`config.mk`:
```
export PLATFORM = sky130hd
export DESIGN_NAME = ipb_cell_dist
export DESIGN_NICKNAME = d
export VERILOG_FILES = /design/src/rtl/ipb_pkg.sv /design/src/rtl/ipb_cell_dist.sv
export SDC_FILE = /design/constraint.sdc
export NUM_CORES = 1
export LEC_CHECK = 0
export BUFFER_PORTS_ARGS = -buffer_cell sky130_fd_sc_hd__buf_2
export CORE_ASPECT_RATIO = 1.5
export CORE_MARGIN = 5
export CORE_UTILIZATION = 35
export DETAILED_ROUTE_END_ITERATION = 8
export PLACE_DENSITY = 0.6
export SLEW_MARGIN = 5
export SYNTH_ARGS = -nofsm -noshare
export SYNTH_HDL_FRONTEND = slang
export SYNTH_SLANG_ARGS = --single-unit
```
`constraint.sdc`:
```
create_clock -name aclk -period 13.32 [get_ports aclk]
set_clock_uncertainty 0.05 [all_clocks]
set_input_delay 1.998 -clock aclk [delete_from_list [all_inputs] [get_ports aclk]]
set_output_delay 1.998 -clock aclk [all_outputs]
set_load 0.02 [all_outputs]
```
`src/rtl/ipb_pkg.sv`:
```
// Shared types, constants and operation codes of the inverse palette builder.
package ipb_pkg;

    localparam int CELL_BITS       = 5;
    localparam int PALETTE_ENTRIES = 256;

    localparam int FUNC_W   = 2;
    localparam int WORD_W   = 32;
    localparam int ENTRY_W  = 8;
    localparam int CELL_W   = 15;
    localparam int DIST_W   = 18;
    localparam int CHAN_W   = 8;

    localparam int RED_LSB   = 2;
    localparam int GREEN_LSB = 13;
    localparam int BLUE_LSB  = 24;

    localparam logic [DIST_W-1:0] DIST_ONES = '1;

    localparam logic [FUNC_W-1:0] FUNC_CLEAR  = 2'd0;
    localparam logic [FUNC_W-1:0] FUNC_ADD    = 2'd1;
    localparam logic [FUNC_W-1:0] FUNC_LOOKUP = 2'd2;

    typedef struct packed {
        logic [FUNC_W-1:0]  func;
        logic [WORD_W-1:0]  color_word;
        logic [ENTRY_W-1:0] entry_index;
        logic [CELL_W-1:0]  cell_req;
    } in_t;

    typedef struct packed {
        logic [ENTRY_W-1:0] result_index;
        logic [DIST_W-1:0]  result_distance;
    } out_t;

endpackage

```
`src/rtl/ipb_cell_dist.sv`:
```
// Squared distance from a colour to a cell centre, with the per-channel squares registered.
module ipb_cell_dist #(
    parameter int CELL_BITS = ipb_pkg::CELL_BITS
) (
    input  logic                         aclk,
    input  logic [ipb_pkg::CHAN_W-1:0]   red,
    input  logic [ipb_pkg::CHAN_W-1:0]   green,
    input  logic [ipb_pkg::CHAN_W-1:0]   blue,
    input  logic [3*CELL_BITS-1:0]       cell_idx,
    output logic [ipb_pkg::DIST_W-1:0]   sq_dist
);

    localparam int CW    = ipb_pkg::CHAN_W;
    localparam int SQ_W  = 2 * CW;
    localparam int SHIFT = CW - CELL_BITS;

    logic [CW-1:0]   centre [3];
    logic [CW-1:0]   chan   [3];
    logic [CW-1:0]   diff   [3];
    logic [SQ_W-1:0] sq_reg [3];
    logic [SQ_W-1:0] sq_next[3];

    assign chan[0] = red;
    assign chan[1] = green;
    assign chan[2] = blue;

    always_comb begin
        for (int c = 0; c < 3; c++) begin
            // centre is cell * width + width / 2
            centre[c] = CW'({cell_idx[c*CELL_BITS +: CELL_BITS], 1'b1}) << (SHIFT - 1);
            diff[c]   = (chan[c] >= centre[c]) ? (chan[c] - centre[c]) : (centre[c] - chan[c]);
            sq_next[c] = SQ_W'(diff[c]) * SQ_W'(diff[c]);
        end
    end

    always_ff @(posedge aclk) begin
        for (int c = 0; c < 3; c++) begin
            sq_reg[c] <= sq_next[c];
        end
    end

    assign sq_dist = ipb_pkg::DIST_W'(sq_reg[0]) + ipb_pkg::DIST_W'(sq_reg[1])
                   + ipb_pkg::DIST_W'(sq_reg[2]);

endmodule

```
# --- Yosys cells after proc, flatten, opt, wreduce, memory -nomap -nowiden ---
# Memory sizes are Yosys's and may differ from the RTL's.
# Index checks and enable logic that the tools add are counted.
totals:
  reg_bits: 0
  latchBits: 0
  mem_bits_rw: 48
  romBits: 0
  elab_cells: 18
  n_memories: 1
memory_table:
  columns: ["memory", "depth", "width", "rd", "rd_clocked_by_memory_dff", "write_ports", "line", "rtl"]
  rows:
  - ["sq_reg", 3, 16, 3, 0, 3, "ipb_cell_dist.sv:20", "logic [SQ_W-1:0] sq_reg [3];"]
op_classes:
  addsub: 8
  mul: 3
  div_mod_pow: 0
  order_cmp: 3
  n_eq_ne: 0
  shift: 0
  muxes: 3
  bitwise_logic: 0
  reduce_logical: 0
op_table:
  columns: ["operator", "count"]
  rows:
  - ["8-bit by 8-bit multiplier with 16-bit output", 3]
  - ["8-bit subtractor", 6]
  - ["8-bit >= comparator", 3]
  - ["8-bit two-way mux", 3]
  - ["18-bit by 16-bit adder with 18-bit output", 1]
  - ["16-bit by 16-bit adder with 17-bit output", 1]

# --- Depth between registers and ports, before layout ---
# Gate-level depths: netlist of the first run.
depth:
  ltp_word: 3
  depth_mapped: 27
  depth_no_buf: 27

# --- Least setup slack after synthesis of the first run ---
# No wires, ideal clock.
synth_timing:
  kind: "input-to-reg"
  start: "in blue[3] in the netlist's numbering"
  end: "mem sq_reg[0][47] in the netlist's numbering"
  setup_time_ns: 0.124
  arrival_time_ns: 7.447
  required_time_ns: 13.146
  path_slack_ns: 5.698
  path_stages: 25
  path_cell_list: "inv_1 -> ha_1 -> ha_1 -> a21boi_2 -> o21bai_2 -> a211oi_2 -> buf_6 -> mux2i_1 -> xor2_2 -> or2_1 -> fa_1 -> inv_1 -> fa_1 -> fa_1 -> inv_1 -> fa_1 -> inv_1 -> ha_1 -> o21ai_0 -> nand2b_1 -> o41ai_1 -> o21ai_0 -> a31oi_1 -> xnor2_1 -> xor2_1"
synth_lines:
  columns: ["item", "line", "rtl"]
  rows:
  - ["from (decl)", "ipb_cell_dist.sv:8", "input logic [ipb_pkg::CHAN_W-1:0] blue,"]
  - ["to (decl)", "ipb_cell_dist.sv:20", null]

==> impl_metrics.tcl, run 1 <==
set metrics [dict create \
    detail_route.wirelength_um 17100 \
    holdCritPathClass "in2reg" \
    global_route.usage.met3 0.00925 \
    cp.arrival_ns 8.31 \
    yosys_warnings 0 \
    synth.most_common_cell "sky130_fd_sc_hd__inv_1" \
    synth_largest_area_cell "sky130_fd_sc_hd__ha_1" \
    first_pass_iters 6 \
    placeableCoreArea_um2 24200 \
    synthCells 1020 \
    synth_top_family_by_area "adder cells" \
    endpoint "sq_reg[0][47]$_DFF_P_" \
    crit_start "blue[3]" \
    cp_common_cell "sky130_fd_sc_hd__fa_1" \
    largest_register_ffs 45 \
    post_route_cells_drive_above_1_share 0.0876 \
    globalRoute.totalOverflow 0 \
    total_die_area_um2 27600 \
    gp_congestion 0.837 \
    grt_antenna_before_repair 0 \
    avgViaCountPerCell 4.73 \
    timing.critical_path.from_type "input pin" \
    max_cap_violations 0 \
    first_global_vias 6736 \
    use_met1 0.142 \
    cts_sinks 45 \
    drc_errors 0 \
    async_flop_share 0 \
    cts.hold.buffers_added 0 \
    final-hold-violation-count 0 \
    grt_first_pass_wirelength_um 29400 \
    synth-compound-area-share 0.147 \
    cts.root.buffer_cell "sky130_fd_sc_hd__clkbuf_16" \
    max_slew_margin 0.336 \
    grt.total_usage 0.127 \
    grt_max_degree 17 \
    count_of_flip_flops_with_a_built_in_enable_after_synthesis 0 \
    routed_wire_length_per_instance_um 12.2 \
    netlist-cell-type-count 72 \
    fp-row-count 70 \
    cp_max_fo 12 \
    simple_gate_portion_of_the_synthesized_area 0.146 \
    area_growth_pct 9.66 \
    achievable-frequency_mhz 123 \
    top_usage_layer "met2" \
    floorplan.initialDensity 0.353 \
    yosys.area_share.xor_xnor 0.0903 \
    ctsHtreeMaxLevel 2 \
    synth_sequential_area_ratio 0.106 \
    nNetsFinal 1356 \
    placement.io_buffers 57 \
    netlist_top_cells_area "sky130_fd_sc_hd__ha_1 (23%), sky130_fd_sc_hd__fa_1 (19%), sky130_fd_sc_hd__dfxtp_1 (11%), sky130_fd_sc_hd__inv_1 (8.0%), sky130_fd_sc_hd__xnor2_1 (5.9%)" \
    critical_path_class "in2reg" \
    synth_flop_cell "sky130_fd_sc_hd__dfxtp_1" \
    cp.required_ns 13.49 \
    num_antenna_cells 0 \
    netlist_area_um2 8520 \
    timing.critical_path.slowest_cell_delay_ns 0.67 \
    postRouteAntennaNets 0 \
    tritoncts.num_buffers 5 \
    worst_setup_path_end_kind "register" \
    gr-usage-met2 0.248 \
    yosysTopAreaCellShare 0.226 \
    rsz0062_at_grt "no" \
    die_width_um 137 \
    initialDrtViolationCount 174 \
    post_cts_buffers 0 \
    cp_slowest_cell "sky130_fd_sc_hd__a211oi_2" \
    io_pins 58 \
    ctsLongestPathBuffers 2 \
    dp.final_hpwl_um 15300 \
    finalMaxSlewViolations 0 \
    path_clk_slew_ns 0.07 \
    setup_violations 0 \
    postCtsResizedCells 0 \
    run_status "finished clean" \
    timing.final.crit_period_ns 8.13 \
    count_of_state_elements_after_synthesis 45 \
    die_y_um 201 \
    tritoncts "done" \
    syn_area_per_cell_um2 8.35 \
    synth.mux.area_fraction 0.0132 \
    synthAdderAreaFrac 0.412 \
    tns_ns 0 \
    synth_common_cells "sky130_fd_sc_hd__inv_1 (182), sky130_fd_sc_hd__ha_1 (154), sky130_fd_sc_hd__nor2_1 (113)" \
    route.vias.total 6653 \
    layout_worst_path_cycle_share 0.611 \
    cp_cell_sequence "buf_2 > inv_1 > ha_1 > ha_1 > a21boi_2 > o21bai_2 > a211oi_2 > mux2i_1 > xor2_2 > nor2_1 > fa_1 > fa_1 > inv_1 > fa_1 > fa_1 > inv_1 > ha_1 > o41ai_1 > o21ai_0 > a31oi_1 > xnor2_1 > xor2_1" \
    timing_worst_slew_pin_value_ns 0.971 \
]
-- worst max-delay path, delay by kind of cell --
kind,cells,cell delay [ns]
buffers and inverters,4,0.24
and+or+nand+nor,1,0.15
muxes,1,0.36
xor gates and xnor gates,3,0.66
adders and majority gates,7,2.97
AOI/OAI and AO/OA,6,1.91
-- cells in the final DEF (no fill, tap or decap), types with 14 or more instances in the layout --
| cell | synthesis | final |
|---|---|---|
| sky130_fd_sc_hd__a21oi_1 | 65 | 65 |
| sky130_fd_sc_hd__dfxtp_1 | 45 | 45 |
| sky130_fd_sc_hd__nor2b_1 | 14 | 14 |
| sky130_fd_sc_hd__o21ai_0 | 36 | 36 |
| sky130_fd_sc_hd__xor2_1 | 19 | 19 |
| sky130_fd_sc_hd__buf_2 | 2 | 57 |
| sky130_fd_sc_hd__nand2b_1 | 16 | 16 |
| sky130_fd_sc_hd__inv_1 | 182 | 182 |
| sky130_fd_sc_hd__nor2_1 | 113 | 113 |
| sky130_fd_sc_hd__nand3_1 | 14 | 14 |
| sky130_fd_sc_hd__nand2_1 | 47 | 47 |
| sky130_fd_sc_hd__o21a_1 | 15 | 15 |
| sky130_fd_sc_hd__xnor2_1 | 57 | 57 |
| sky130_fd_sc_hd__ha_1 | 154 | 154 |
| sky130_fd_sc_hd__a21o_1 | 22 | 22 |
| sky130_fd_sc_hd__fa_1 | 79 | 79 |
-- logic make-up after synthesis --
kind of cell             after synthesis
flip-flops                            45
XOR/XNOR                              81
other                                  1
buffers and inverters                192
multiplexers                          11
adder cells (fa/ha/maj)              233
AND/OR/NAND/NOR                      261
AO/OA/AOI/OAI                        196
-- how the worst min path moves through the flow --
| stage | cells past startpoint | end | slack (ns) | start |
|---|---|---|---|---|
| after floorplan | 0 | sq_reg[0][0]$_DFF_P_ | 1.98 | red[0] |
| after global placement | 1 | sq_reg[0][32]$_DFF_P_ | 2.12 | blue[0] |
| after detailed placement | 1 | sq_reg[0][32]$_DFF_P_ | 2.12 | blue[0] |
| after CTS | 1 | sq_reg[0][32]$_DFF_P_ | 1.82 | blue[0] |
| after global routing | 1 | sq_reg[0][32]$_DFF_P_ | 1.82 | blue[0] |
| final | 1 | sq_reg[0][32]$_DFF_P_ | 1.82 | blue[0] |
-- per-stage QoR --
stage	util	setup slack (ns)	std cells	hold WS, ns	instance area, um^2
final	0.387	5.19	1408	1.82	9350
after global routing	0.387	4.74	1408	1.82	9350
after CTS	0.387	5.15	1408	1.82	9350
after detailed placement	0.380	4.84	1400	2.12	9200
after global placement	0.380	5.05	1400	2.12	9200
after floorplan	-	5.70	1025	1.98	8540
-- metal layers --
| layer | vias to the layer above | share of wire |
|---|---|---|
| met3 | 23 | 0.019 |
| met4 | 0 | 0.022 |
| met1 | 3096 | 0.40 |
| li1 | 3451 | - |
| met5 | - | 0 |
| met2 | 83 | 0.56 |
-- layout make-up --
class,count,area (um^2)
Timing Repair Buffer,57,285
Clock inverter,3,25.0
Sequential cell,45,901
Fill cell,2566,14800
Clock buffer,5,125
Multi-Input combinational cell,788,6910
Tap cell,324,405
Inverter,186,698
Power of run 1 is not shown: default switching activity piles up to over one toggle a cycle in this logic, so the estimate is an artifact.
==> run 2: changes to the inputs <==
Clock period 13.32 ns to 7.8 ns, I/O delays scaled along.
==> run 2 against run 1 <==
Effect of this change:
- via count is 0.66% higher
- setup slack worse by 4.4 ns
- first-iteration DRC count is 1.7% higher
- global-route usage about the same
- hold slack got worse by 0.84 ns
==> impl_metrics.tcl, run 2 (synthesis results as in run 1) <==
set metrics [dict create \
    cts.hold.buffers_added 0 \
    grt_first_pass_wirelength_um 29500 \
    post_route_cells_drive_above_1_share 0.0927 \
    detail_route.wirelength_um 17000 \
    cts_sinks 45 \
    grt.total_usage 0.127 \
    largest_register_ffs 45 \
    drc_errors 0 \
    layout_worst_path_cycle_share 0.894 \
    ctsLongestPathBuffers 2 \
    run_status "finished clean" \
    first_global_vias 6828 \
    layout.cells.most_common "sky130_fd_sc_hd__inv_1" \
    global_route.usage.met3 0.0103 \
    max_slew_margin 0.469 \
    most-common-layout-cells "sky130_fd_sc_hd__inv_1 (182), sky130_fd_sc_hd__ha_1 (154), sky130_fd_sc_hd__nor2_1 (113), sky130_fd_sc_hd__fa_1 (79), sky130_fd_sc_hd__a21oi_1 (65)" \
    dpl_cell_area_um2 9240 \
    dp.final_hpwl_um 15100 \
    hold_path.startpoint "blue[0]" \
    top_usage_layer "met2" \
    die_width_um 137 \
    cp.required_ns 7.97 \
    critical_path_class "in2reg" \
    tritoncts.num_buffers 5 \
    post_cts_buffers 0 \
    cp.arrival_ns 7.14 \
    tritoncts "done" \
    floorplan.initialDensity 0.353 \
    crit_start "blue[3]" \
    max_cap_violations 0 \
    achievable-frequency_mhz 143 \
    holdCritPathClass "in2reg" \
    num_antenna_cells 0 \
    grt_antenna_before_repair 0 \
    fp-row-count 70 \
    grt_max_degree 17 \
    ctsHtreeMaxLevel 2 \
    area_growth_pct 10.2 \
    path_clk_slew_ns 0.06 \
    io_pins 58 \
    first_pass_iters 6 \
    setup_violations 0 \
    routed_wire_length_per_instance_um 12.0 \
    rsz0062_at_grt "no" \
    postCtsResizedCells 0 \
    finalMaxSlewViolations 0 \
    placeableCoreArea_um2 24200 \
    gp_congestion 0.849 \
    gr-usage-met2 0.245 \
    tns_ns 0 \
    route.vias.total 6697 \
    final-hold-violation-count 0 \
    timing.critical_path.from_type "input pin" \
    cts.root.buffer_cell "sky130_fd_sc_hd__clkbuf_16" \
    fin_hold_ws_ns 0.989 \
    use_met1 0.141 \
    postRouteAntennaNets 0 \
    nNetsFinal 1362 \
    initialDrtViolationCount 177 \
    placement.io_buffers 57 \
    final_area_um2 9390 \
    globalRoute.totalOverflow 0 \
    total_die_area_um2 27600 \
    worst_setup_path_end_kind "register" \
    avgViaCountPerCell 4.74 \
    timing_worst_slew_pin_value_ns 0.776 \
    cp_max_fo 12 \
    die_y_um 201 \
    timing.final.crit_period_ns 6.97 \
]
## run 2: changes by cell type in the layout (fill, tap and decap cells not counted), sizes merged
cell,delta
buf,+6
## run 2: path summary, 6_finish.rpt
path               endpoint  slack (ns)  depth (start not counted)
min   sq_reg[0][32]$_DFF_P_        0.99                          1
max   sq_reg[0][47]$_DFF_P_        0.83                         23
## run 2: layout make-up
| cell class | instances | area (um^2) |
|---|---|---|
| clock buffer | 5 | 125 |
| inverter | 186 | 698 |
| multi-input combinational | 788 | 6910 |
| fill | 2578 | 14800 |
| timing repair buffer | 63 | 330 |
| clock inverter | 3 | 25.0 |
| sequential | 45 | 901 |
| tap | 324 | 405 |
## run 2: metal layers
metal,wire length [um],vias up
met4,573,0
met3,329,25
met1,6820,3130
li1,-,3476
met5,0,-
met2,9230,66
## run 2: per-stage QoR
stage,cells,utilization,worst slack [ns]
3_3_place_gp,1406,0.382,0.590
5_1_grt,1414,0.388,0.366
3_5_place_dp,1406,0.382,0.490
2_1_floorplan,1025,-,1.01
4_1_cts,1414,0.388,0.789
6_report,1414,0.388,0.828
## run 2: critical path, stage by stage
cell                       delay, ns
sky130_fd_sc_hd__buf_2          0.09
sky130_fd_sc_hd__inv_1          0.06
sky130_fd_sc_hd__ha_1           0.35
sky130_fd_sc_hd__ha_1           0.26
sky130_fd_sc_hd__a21boi_2       0.16
sky130_fd_sc_hd__o21bai_2       0.09
sky130_fd_sc_hd__a211oi_2       0.21
sky130_fd_sc_hd__buf_4          0.21
sky130_fd_sc_hd__mux2i_1        0.28
sky130_fd_sc_hd__xor2_2         0.38
sky130_fd_sc_hd__nor2_1         0.16
sky130_fd_sc_hd__fa_1           0.52
sky130_fd_sc_hd__fa_1           0.55
sky130_fd_sc_hd__inv_1          0.06
sky130_fd_sc_hd__fa_1           0.50
sky130_fd_sc_hd__fa_1           0.54
sky130_fd_sc_hd__inv_1          0.04
sky130_fd_sc_hd__ha_1           0.22
sky130_fd_sc_hd__o41ai_1        0.54
sky130_fd_sc_hd__o21ai_0        0.22
sky130_fd_sc_hd__a31oi_1        0.23
sky130_fd_sc_hd__xnor2_1        0.16
sky130_fd_sc_hd__xor2_1         0.15
Power of run 2 is left out for the same reason.
